$ cat config.mk
export PLATFORM = sky130hd
export DESIGN_NAME = ring_thread_scheduler
export DESIGN_NICKNAME = d
export VERILOG_FILES = /design/src/rtl/rts_pkg.sv /design/src/rtl/rts_ram.sv /design/src/rtl/ring_thread_scheduler.sv
export SDC_FILE = /design/constraint.sdc
export NUM_CORES = 1
export LEC_CHECK = 0
export BUFFER_PORTS_ARGS = -buffer_cell sky130_fd_sc_hd__buf_2
export CORE_ASPECT_RATIO = 0.5
export CORE_UTILIZATION = 55
export DETAILED_ROUTE_END_ITERATION = 12
export PLACE_DENSITY = 0.71
export SKIP_CTS_REPAIR_TIMING = 1
export SLEW_MARGIN = 0
export SYNTH_ARGS = -nofsm -noshare
export SYNTH_HDL_FRONTEND = slang
export SYNTH_SLANG_ARGS = --single-unit
$ cat constraint.sdc
create_clock -name clk -period 8.55 [get_ports clk]
set_input_delay 1.71 -clock clk [delete_from_list [all_inputs] [get_ports clk]]
set_output_delay 1.71 -clock clk [all_outputs]
set_load 0.02 [all_outputs]
$ cat src/rtl/rts_pkg.sv
// Shared constants and types for the ring thread scheduler.
`timescale 1ns / 1ps

package rts_pkg;

  localparam int THREADS = 16;
  localparam int SLOT_W  = $clog2(THREADS);
  localparam int CNT_W   = $clog2(THREADS + 1);
  localparam int FLAG_W  = 5;

  typedef logic [SLOT_W-1:0] slot_t;
  typedef logic [CNT_W-1:0]  cnt_t;
  typedef logic [FLAG_W-1:0] flags_t;

  // flag bit positions
  localparam int F_FREE     = 0;
  localparam int F_RUNNING  = 1;
  localparam int F_RUNNABLE = 2;
  localparam int F_DETACHED = 3;
  localparam int F_JOINED   = 4;

  // operation codes
  localparam logic [2:0] OP_CREATE = 3'd0;
  localparam logic [2:0] OP_YIELD  = 3'd1;
  localparam logic [2:0] OP_EXIT   = 3'd2;
  localparam logic [2:0] OP_JOIN   = 3'd3;
  localparam logic [2:0] OP_WAKE   = 3'd4;

  // status codes
  localparam logic [2:0] ST_OK      = 3'd0;
  localparam logic [2:0] ST_IDLE    = 3'd1;
  localparam logic [2:0] ST_NOFREE  = 3'd2;
  localparam logic [2:0] ST_JOINDET = 3'd3;
  localparam logic [2:0] ST_DEFER   = 3'd4;
  localparam logic [2:0] ST_LAST    = 3'd5;

endpackage

$ cat src/rtl/rts_ram.sv
// Generic single-write, single-read RAM with registered read data (read-first).
`timescale 1ns / 1ps

module rts_ram #(
  parameter int WIDTH = 8,
  parameter int DEPTH = 16
) (
  input  logic                     clk,
  input  logic                     we,
  input  logic [$clog2(DEPTH)-1:0] waddr,
  input  logic [WIDTH-1:0]         wdata,
  input  logic [$clog2(DEPTH)-1:0] raddr,
  output logic [WIDTH-1:0]         rdata
);

  logic [WIDTH-1:0] mem [DEPTH];

  always_ff @(posedge clk) begin
    if (we) begin
      mem[waddr] <= wdata;
    end
    rdata <= mem[raddr];
  end

endmodule

$ cat src/rtl/ring_thread_scheduler.sv
// Round-robin thread slot manager: slot table, active ring and free list in RAMs.
//
//   channel | direction | beat contents
//   in      | input     | mode, detach, target
//   out     | output    | status, running, created, switched
//
// One operation at a time. Each step reads or writes the slot RAMs, whose
// read data is registered. Yield walks the ring; exit and join do so too
// unless they end early, and create and wake never do. The walk reads the
// next pointer of the start slot, then checks one slot at a time, up to
// THREADS visits. After reset a clearing pass over every slot initializes
// the RAMs; in_stall stays high meanwhile. A finished beat waits in the
// output register and the next input beat is taken while it does; that
// operation then holds in its last cycle until the register is free.
`timescale 1ns / 1ps

module ring_thread_scheduler (
  input  logic               clk,
  input  logic               rst_n,
  input  logic               in_valid,
  output logic               in_stall,
  input  logic [2:0]         in_mode,
  input  logic               in_detach,
  input  logic [3:0]         in_target,
  output logic               out_valid,
  input  logic               out_stall,
  output logic [2:0]         out_status,
  output logic [3:0]         out_running,
  output logic [3:0]         out_created,
  output logic               out_switched
);

  import rts_pkg::*;

  localparam logic [4:0] S_INIT  = 5'd0;
  localparam logic [4:0] S_IDLE  = 5'd1;
  localparam logic [4:0] S_DISP  = 5'd2;
  localparam logic [4:0] S_CR1   = 5'd3;
  localparam logic [4:0] S_CR2   = 5'd4;
  localparam logic [4:0] S_EX1   = 5'd5;
  localparam logic [4:0] S_EX2   = 5'd6;
  localparam logic [4:0] S_EX3   = 5'd7;
  localparam logic [4:0] S_EX4   = 5'd8;
  localparam logic [4:0] S_JN1   = 5'd9;
  localparam logic [4:0] S_JN2   = 5'd10;
  localparam logic [4:0] S_JN3   = 5'd11;
  localparam logic [4:0] S_WAKE1 = 5'd12;
  localparam logic [4:0] S_WALK0 = 5'd13;
  localparam logic [4:0] S_WALK1 = 5'd14;
  localparam logic [4:0] S_WALK2 = 5'd15;
  localparam logic [4:0] S_SC1   = 5'd16;
  localparam logic [4:0] S_SC2   = 5'd17;
  localparam logic [4:0] S_SC3   = 5'd18;
  localparam logic [4:0] S_DONE  = 5'd19;

  localparam logic [1:0] CTX_SCHED = 2'd0;
  localparam logic [1:0] CTX_DEFER = 2'd1;
  localparam logic [1:0] CTX_EXIT  = 2'd2;

  localparam slot_t LAST_SLOT = SLOT_W'(THREADS - 1);

  logic [4:0] state_r, state_nxt;
  logic [1:0] ctx_r, ctx_nxt;
  logic [2:0] mode_r, mode_nxt;
  logic       det_r, det_nxt;
  slot_t      tgt_r, tgt_nxt;
  slot_t      before_r, before_nxt;
  slot_t      cur_r, cur_nxt;
  slot_t      fhead_r, fhead_nxt;
  cnt_t       fcnt_r, fcnt_nxt;
  slot_t      t_r, t_nxt;
  slot_t      p_r, p_nxt;
  slot_t      nx_r, nx_nxt;
  slot_t      j_r, j_nxt;
  slot_t      start_r, start_nxt;
  slot_t      n_r, n_nxt;
  slot_t      init_r, init_nxt;
  flags_t     ft_r, ft_nxt;
  logic [2:0] status_r, status_nxt;
  slot_t      created_r, created_nxt;

  logic       out_valid_r;
  logic [2:0] out_status_r;
  slot_t      out_running_r;
  slot_t      out_created_r;
  logic       out_switched_r;

  logic   fl_we, nx_we, pv_we, jn_we;
  slot_t  fl_wa, nx_wa, pv_wa, jn_wa;
  flags_t fl_wd;
  slot_t  nx_wd, pv_wd, jn_wd;
  slot_t  fl_ra, nx_ra, pv_ra, jn_ra;
  flags_t fl_rd;
  slot_t  nx_rd, pv_rd, jn_rd;

  logic   in_acc, out_free, tgt_ok;

  rts_ram #(.WIDTH(FLAG_W), .DEPTH(THREADS)) u_flags (
    .clk(clk), .we(fl_we), .waddr(fl_wa), .wdata(fl_wd), .raddr(fl_ra), .rdata(fl_rd)
  );
  rts_ram #(.WIDTH(SLOT_W), .DEPTH(THREADS)) u_next (
    .clk(clk), .we(nx_we), .waddr(nx_wa), .wdata(nx_wd), .raddr(nx_ra), .rdata(nx_rd)
  );
  rts_ram #(.WIDTH(SLOT_W), .DEPTH(THREADS)) u_prev (
    .clk(clk), .we(pv_we), .waddr(pv_wa), .wdata(pv_wd), .raddr(pv_ra), .rdata(pv_rd)
  );
  rts_ram #(.WIDTH(SLOT_W), .DEPTH(THREADS)) u_joiner (
    .clk(clk), .we(jn_we), .waddr(jn_wa), .wdata(jn_wd), .raddr(jn_ra), .rdata(jn_rd)
  );

  assign in_stall     = (state_r != S_IDLE);
  assign in_acc       = in_valid && !in_stall;
  assign out_free     = !out_valid_r || !out_stall;
  assign tgt_ok       = (32'(tgt_r) < THREADS);
  assign out_valid    = out_valid_r;
  assign out_status   = out_status_r;
  assign out_running  = 4'(out_running_r);
  assign out_created  = 4'(out_created_r);
  assign out_switched = out_switched_r;

  always_comb begin
    state_nxt   = state_r;
    ctx_nxt     = ctx_r;
    mode_nxt    = mode_r;
    det_nxt     = det_r;
    tgt_nxt     = tgt_r;
    before_nxt  = before_r;
    cur_nxt     = cur_r;
    fhead_nxt   = fhead_r;
    fcnt_nxt    = fcnt_r;
    t_nxt       = t_r;
    p_nxt       = p_r;
    nx_nxt      = nx_r;
    j_nxt       = j_r;
    start_nxt   = start_r;
    n_nxt       = n_r;
    init_nxt    = init_r;
    ft_nxt      = ft_r;
    status_nxt  = status_r;
    created_nxt = created_r;
    fl_we = 1'b0; fl_wa = '0; fl_wd = '0; fl_ra = '0;
    nx_we = 1'b0; nx_wa = '0; nx_wd = '0; nx_ra = '0;
    pv_we = 1'b0; pv_wa = '0; pv_wd = '0; pv_ra = '0;
    jn_we = 1'b0; jn_wa = '0; jn_wd = '0; jn_ra = '0;

    case (state_r)
      S_INIT: begin
        // slot 0 active and alone in the ring, free chain runs downward
        fl_we = 1'b1;
        fl_wa = init_r;
        fl_wd = '0;
        if (init_r == '0) begin
          fl_wd[F_RUNNING]  = 1'b1;
          fl_wd[F_RUNNABLE] = 1'b1;
          fl_wd[F_DETACHED] = 1'b1;
        end else begin
          fl_wd[F_FREE] = 1'b1;
        end
        nx_we = 1'b1;
        nx_wa = init_r;
        nx_wd = (init_r >= SLOT_W'(2)) ? init_r - 1'b1 : '0;
        pv_we = 1'b1;
        pv_wa = init_r;
        pv_wd = '0;
        init_nxt = init_r + 1'b1;
        if (init_r == LAST_SLOT) begin
          state_nxt = S_IDLE;
        end
      end
      S_IDLE: begin
        if (in_acc) begin
          mode_nxt    = in_mode;
          det_nxt     = in_detach;
          tgt_nxt     = SLOT_W'(in_target);
          before_nxt  = cur_r;
          status_nxt  = ST_OK;
          created_nxt = '0;
          state_nxt   = S_DISP;
        end
      end
      S_DISP: begin
        case (mode_r)
          OP_CREATE: begin
            if (fcnt_r == '0) begin
              status_nxt = ST_NOFREE;
              state_nxt  = S_DONE;
            end else begin
              t_nxt     = fhead_r;
              nx_ra     = fhead_r;
              pv_ra     = cur_r;
              state_nxt = S_CR1;
            end
          end
          OP_YIELD: begin
            start_nxt = cur_r;
            ctx_nxt   = CTX_SCHED;
            state_nxt = S_WALK0;
          end
          OP_EXIT: begin
            fl_ra     = cur_r;
            nx_ra     = cur_r;
            pv_ra     = cur_r;
            jn_ra     = cur_r;
            state_nxt = S_EX1;
          end
          OP_JOIN: begin
            fl_ra     = tgt_r;
            state_nxt = tgt_ok ? S_JN1 : S_DONE;
          end
          OP_WAKE: begin
            fl_ra     = tgt_r;
            state_nxt = tgt_ok ? S_WAKE1 : S_DONE;
          end
          default: state_nxt = S_DONE;
        endcase
      end
      S_CR1: begin
        p_nxt     = pv_rd;
        fhead_nxt = nx_rd;
        fcnt_nxt  = fcnt_r - 1'b1;
        fl_we = 1'b1;
        fl_wa = t_r;
        fl_wd = '0;
        fl_wd[F_RUNNABLE] = 1'b1;
        fl_wd[F_DETACHED] = det_r;
        pv_we = 1'b1; pv_wa = t_r;   pv_wd = pv_rd;
        nx_we = 1'b1; nx_wa = pv_rd; nx_wd = t_r;
        created_nxt = t_r;
        state_nxt   = S_CR2;
      end
      S_CR2: begin
        nx_we = 1'b1; nx_wa = t_r;   nx_wd = cur_r;
        pv_we = 1'b1; pv_wa = cur_r; pv_wd = t_r;
        state_nxt = S_DONE;
      end
      S_EX1: begin
        p_nxt  = pv_rd;
        nx_nxt = nx_rd;
        j_nxt  = jn_rd;
        if (!fl_rd[F_DETACHED] && !fl_rd[F_JOINED]) begin
          // joinable and not joined yet: acts as a yield
          start_nxt = cur_r;
          ctx_nxt   = CTX_DEFER;
          state_nxt = S_WALK0;
        end else if (pv_rd == cur_r) begin
          status_nxt = ST_LAST;
          state_nxt  = S_DONE;
        end else if (!fl_rd[F_DETACHED]) begin
          fl_ra     = jn_rd;
          state_nxt = S_EX2;
        end else begin
          state_nxt = S_EX3;
        end
      end
      S_EX2: begin
        if (!fl_rd[F_FREE]) begin
          fl_we = 1'b1;
          fl_wa = j_r;
          fl_wd = fl_rd;
          fl_wd[F_RUNNABLE] = 1'b1;
        end
        state_nxt = S_EX3;
      end
      S_EX3: begin
        fl_we = 1'b1;
        fl_wa = cur_r;
        fl_wd = '0;
        fl_wd[F_FREE] = 1'b1;
        nx_we = 1'b1; nx_wa = p_r;  nx_wd = nx_r;
        pv_we = 1'b1; pv_wa = nx_r; pv_wd = p_r;
        state_nxt = S_EX4;
      end
      S_EX4: begin
        nx_we = 1'b1; nx_wa = cur_r; nx_wd = fhead_r;
        fhead_nxt = cur_r;
        if (fcnt_r < CNT_W'(THREADS - 1)) begin
          fcnt_nxt = fcnt_r + 1'b1;
        end
        cur_nxt   = p_r;
        start_nxt = p_r;
        ctx_nxt   = CTX_EXIT;
        state_nxt = S_WALK0;
      end
      S_JN1: begin
        if (fl_rd[F_FREE]) begin
          state_nxt = S_DONE;
        end else if (fl_rd[F_DETACHED]) begin
          status_nxt = ST_JOINDET;
          state_nxt  = S_DONE;
        end else begin
          jn_we = 1'b1; jn_wa = tgt_r; jn_wd = cur_r;
          fl_we = 1'b1;
          fl_wa = tgt_r;
          fl_wd = fl_rd;
          fl_wd[F_JOINED] = 1'b1;
          state_nxt = S_JN2;
        end
      end
      S_JN2: begin
        // read after the write above, target may be the current slot
        fl_ra     = cur_r;
        state_nxt = S_JN3;
      end
      S_JN3: begin
        fl_we = 1'b1;
        fl_wa = cur_r;
        fl_wd = fl_rd;
        fl_wd[F_RUNNING]  = 1'b0;
        fl_wd[F_RUNNABLE] = 1'b0;
        start_nxt = cur_r;
        ctx_nxt   = CTX_SCHED;
        state_nxt = S_WALK0;
      end
      S_WAKE1: begin
        if (!fl_rd[F_FREE]) begin
          fl_we = 1'b1;
          fl_wa = tgt_r;
          fl_wd = fl_rd;
          fl_wd[F_RUNNABLE] = 1'b1;
        end
        state_nxt = S_DONE;
      end
      S_WALK0: begin
        nx_ra     = start_r;
        state_nxt = S_WALK1;
      end
      S_WALK1: begin
        t_nxt     = nx_rd;
        fl_ra     = nx_rd;
        nx_ra     = nx_rd;
        n_nxt     = '0;
        state_nxt = S_WALK2;
      end
      S_WALK2: begin
        if (fl_rd[F_RUNNABLE]) begin
          ft_nxt    = fl_rd;
          state_nxt = (ctx_r == CTX_EXIT) ? S_SC3 : S_SC1;
        end else if (t_r == start_r || n_r == LAST_SLOT) begin
          status_nxt = ST_IDLE;
          state_nxt  = S_DONE;
        end else begin
          t_nxt = nx_rd;
          fl_ra = nx_rd;
          nx_ra = nx_rd;
          n_nxt = n_r + 1'b1;
        end
      end
      S_SC1: begin
        fl_ra     = cur_r;
        state_nxt = S_SC2;
      end
      S_SC2: begin
        if (t_r != cur_r) begin
          fl_we = 1'b1;
          fl_wa = cur_r;
          fl_wd = fl_rd;
          fl_wd[F_RUNNING] = 1'b0;
        end
        state_nxt = S_SC3;
      end
      S_SC3: begin
        fl_we = 1'b1;
        fl_wa = t_r;
        fl_wd = ft_r;
        fl_wd[F_RUNNING] = 1'b1;
        cur_nxt    = t_r;
        status_nxt = (ctx_r == CTX_DEFER) ? ST_DEFER : ST_OK;
        state_nxt  = S_DONE;
      end
      S_DONE: begin
        if (out_free) begin
          state_nxt = S_IDLE;
        end
      end
      default: state_nxt = S_IDLE;
    endcase
  end

  always_ff @(posedge clk) begin
    if (!rst_n) begin
      state_r     <= S_INIT;
      init_r      <= '0;
      cur_r       <= '0;
      fhead_r     <= LAST_SLOT;
      fcnt_r      <= CNT_W'(THREADS - 1);
      out_valid_r <= 1'b0;
    end else begin
      state_r <= state_nxt;
      init_r  <= init_nxt;
      cur_r   <= cur_nxt;
      fhead_r <= fhead_nxt;
      fcnt_r  <= fcnt_nxt;
      if (state_r == S_DONE && out_free) begin
        out_valid_r <= 1'b1;
      end else if (!out_stall) begin
        out_valid_r <= 1'b0;
      end
    end
  end

  always_ff @(posedge clk) begin
    ctx_r     <= ctx_nxt;
    mode_r    <= mode_nxt;
    det_r     <= det_nxt;
    tgt_r     <= tgt_nxt;
    before_r  <= before_nxt;
    t_r       <= t_nxt;
    p_r       <= p_nxt;
    nx_r      <= nx_nxt;
    j_r       <= j_nxt;
    start_r   <= start_nxt;
    n_r       <= n_nxt;
    ft_r      <= ft_nxt;
    status_r  <= status_nxt;
    created_r <= created_nxt;
    if (state_r == S_DONE && out_free) begin
      out_status_r   <= status_r;
      out_running_r  <= cur_r;
      out_created_r  <= created_r;
      out_switched_r <= (cur_r != before_r);
    end
  end

endmodule
==> results.json <==
{
  "holdPathEnd": "out_created[3]",
  "drt_drc_violations_left": 0,
  "setup_viol": 0,
  "row_count": 43,
  "io_buffer_count": 25,
  "gr-usage-all-layers_pct": 25.3,
  "maxSlewViolCount": 0,
  "initial_core_util_pct": 56.6,
  "h-tree-depth": 1,
  "leakagePower_nw": 5.67,
  "synth_edf_count": 316,
  "min_period_over_period_pct": 51.9,
  "max_freq_mhz": 225,
  "rsz0062_at_grt": "false",
  "yosysSeqAreaShare_pct": 64.8,
  "dp_slack_ns": 4.25,
  "start_kind": "flop",
  "relSlewSlack_pct": 11.2,
  "cts-root-buf": "clkbuf_16",
  "cap_violations": 0,
  "drt-initial-drc-count": 1271,
  "synth_cells": 1222,
  "crit_type": "reg -> reg",
  "reg2reg_to": "u_flags.rdata[4]",
  "fill_cells": 2143,
  "crit_fanout": 32,
  "dieArea_sq_mm": 0.0295,
  "grt_max_degree": 41,
  "yosys_most_used_dff": "edfxtp_1",
  "final.setup_skew_ns": 0.0141,
  "core_sq_mm": 0.0280,
  "syn_avg_cell_area_sq_um": 13.0,
  "hold_viol_final": 0,
  "clockBufferDepth": 3,
  "end_kind": "flop",
  "clk_pin_slew_worst_paths_ns": 0.07,
  "layout-drive-gt1-share_pct": 13.2,
  "vias_per_cell": 6.22,
  "die_h_um": 122,
  "insertion_delay_ns": 0.57,
  "yosysTopAreaCellShare_pct": 59.9,
  "whs_path_depth": 0,
  "cp.arrival_ns": 4.88,
  "syn_area_sq_mm": 0.0158,
  "async_flop_share_pct": 0,
  "postSynthNetCount": 1243,
  "crit_required_ns": 9.00,
  "grt_first_pass_wirelength_um": 57300,
  "netlist-cell-type-count": 76,
  "area_growth_syn_to_layout_pct": 9.77,
  "ant_nets": 0,
  "cts_tree": "done",
  "dr.pass1.iters": 6,
  "dpl.hpwl_um": 25800,
  "numCtsBuffers": 30,
  "min_path_type": "reg -> reg",
  "antenna_found_initial": 0,
  "rr_startpoint": "state_r[3]",
  "wl_um": 37100,
  "routabilityCongestion": 0.976,
  "avgRoutedWirePerCell_um": 22.6,
  "fin_setup_tns_ns": 0,
  "timing.reg2reg.setup_slack_ns": 4.11,
  "gr-total-overflow": 0,
  "hold_start": "created_r[3]",
  "num_vias": 10225,
  "min_period_ns": 4.44,
  "synthTopCellsByArea": "edfxtp_1, dfxtp_1, mux2i_1, nor2_1, nand2_1",
  "worst_pin_slew_ns": 1.33,
  "clock_sinks": 355,
  "power.density_mw_per_mm2": 284,
  "peakVddDrop_mv": 0.167,
  "hold_ws_ns": 0.416,
  "reg2reg_depth": 8,
  "ys_warn_count": 0,
  "grt_pass1_vias": 10117,
  "setup_ws_ns": 4.11,
  "antenna_cells": 0,
  "io_pins": 26,
  "yosys.area.top_type": "edfxtp_1",
  "nets": 1258,
  "die_w_um": 242,
  "ys_ff_latch": 355,
  "status": "complete, no violations"
}
## through the flow
| stage | instance area, sq um | util (%) | std cells | total power, mW |
|---|---|---|---|---|
| 2_1_floorplan | 15800 | - | 1222 | 3.11 |
| 3_3_place_gp | 16300 | 58.4 | 1586 | 3.49 |
| 3_5_place_dp | 16300 | 58.4 | 1586 | 3.52 |
| 4_1_cts | 17400 | 62.1 | 1642 | 4.94 |
| 5_1_grt | 17400 | 62.2 | 1643 | 5.14 |
| 6_report | 17400 | 62.2 | 1643 | 4.95 |
## where the power goes
group | leakage, nW | internal [mW] | switching, mW
Sequential | 3.07 | 2.26 | 0.148
Clock | 0.501 | 0.826 | 0.599
Combinational | 2.10 | 0.329 | 0.779
## critical path: stages (launching register included)
cell	delay (ns)
dfxtp_1	0.59
nor3_1	0.91
nand2_1	0.76
a2bb2oi_1	0.32
nand3_2	0.68
mux2i_1	0.32
o22a_1	0.21
o221ai_1	0.14
or3_1	0.37
## cell usage after synthesis (all sizes together) (9+ instances only)
| cell type | instances |
|---|---|
| nand2b | 14 |
| a211oi | 41 |
| clkbuf | 33 |
| and2 | 20 |
| mux2 | 36 |
| or3 | 14 |
| dfxtp | 39 |
| a22oi | 16 |
| o221ai | 13 |
| nor3 | 22 |
| nand4 | 9 |
| xnor2 | 19 |
| o211ai | 13 |
| inv | 16 |
| nor2 | 134 |
| a21oi | 43 |
| o22ai | 20 |
| xor2 | 12 |
| nand2 | 111 |
| buf | 32 |
| o21ai | 30 |
| mux2i | 67 |
| nand3 | 26 |
| edfxtp | 316 |
## placed cells by master, fill, tap and decap left out, types with 25 or more instances in the layout
cell / Yosys / layout
nor2_1: 134 / 134
clkbuf_16: 0 / 32
a211oi_1: 40 / 40
edfxtp_1: 316 / 316
a21oi_1: 42 / 42
mux2_2: 36 / 36
buf_2: 19 / 25
dfxtp_1: 39 / 39
o21ai_0: 29 / 29
mux2i_1: 67 / 67
nand2_1: 111 / 111
## metal layers
metal	global-route usage [%]	vias to the layer above	wire, um
li1	-	4693	-
met4	7.00	0	855
met1	35.9	5046	16300
met2	40.6	424	16900
met5	0	-	0
met3	4.63	62	2930
## flip-flops by register name, summed over array words and instances, names as in the netlist, 5 cells and up
| name | cells |
|---|---|
| u_flags.mem | 64 |
| u_next.mem | 64 |
| state_r | 5 |
| fcnt_r | 5 |
| u_prev.mem | 64 |
| u_joiner.mem | 64 |
## worst max-delay path by stage
stage | startpoint | end | slack [ns] | cells past startpoint
2_1_floorplan | state_r[0] | in_stall | 5.54 | 5
3_3_place_gp | state_r[3] | u_flags.rdata[4] | 4.47 | 7
3_5_place_dp | state_r[3] | u_flags.rdata[4] | 4.25 | 7
4_1_cts | state_r[3] | u_flags.rdata[4] | 4.23 | 7
5_1_grt | state_r[3] | u_flags.rdata[4] | 3.82 | 8
6_report | state_r[3] | u_flags.rdata[4] | 4.11 | 8
## layout make-up
cell class	instances	area, sq um	share of cell area, %
Tap cell	382	478	2.75
Clock inverter	15	173	0.993
Sequential cell	355	10300	59.1
Multi-Input combinational cell	783	5230	30.1
Timing Repair Buffer	48	302	1.73
Inverter	19	71.3	0.410
Clock buffer	41	865	4.97
## logic make-up (layout without fill, tap and decap cells)
kind of cell	count (synthesis)	after routing	synth area share [%]
muxes	111	111	7.93
adders and majority gates	9	9	0.758
DFF	355	355	64.8
AOI/OAI and AO/OA	235	235	10.6
buffers and inverters	84	123	2.33
xor gates and xnor gates	31	31	1.76
and+or+nand+nor	397	397	11.8
Power figures use the tool's default switching activity.
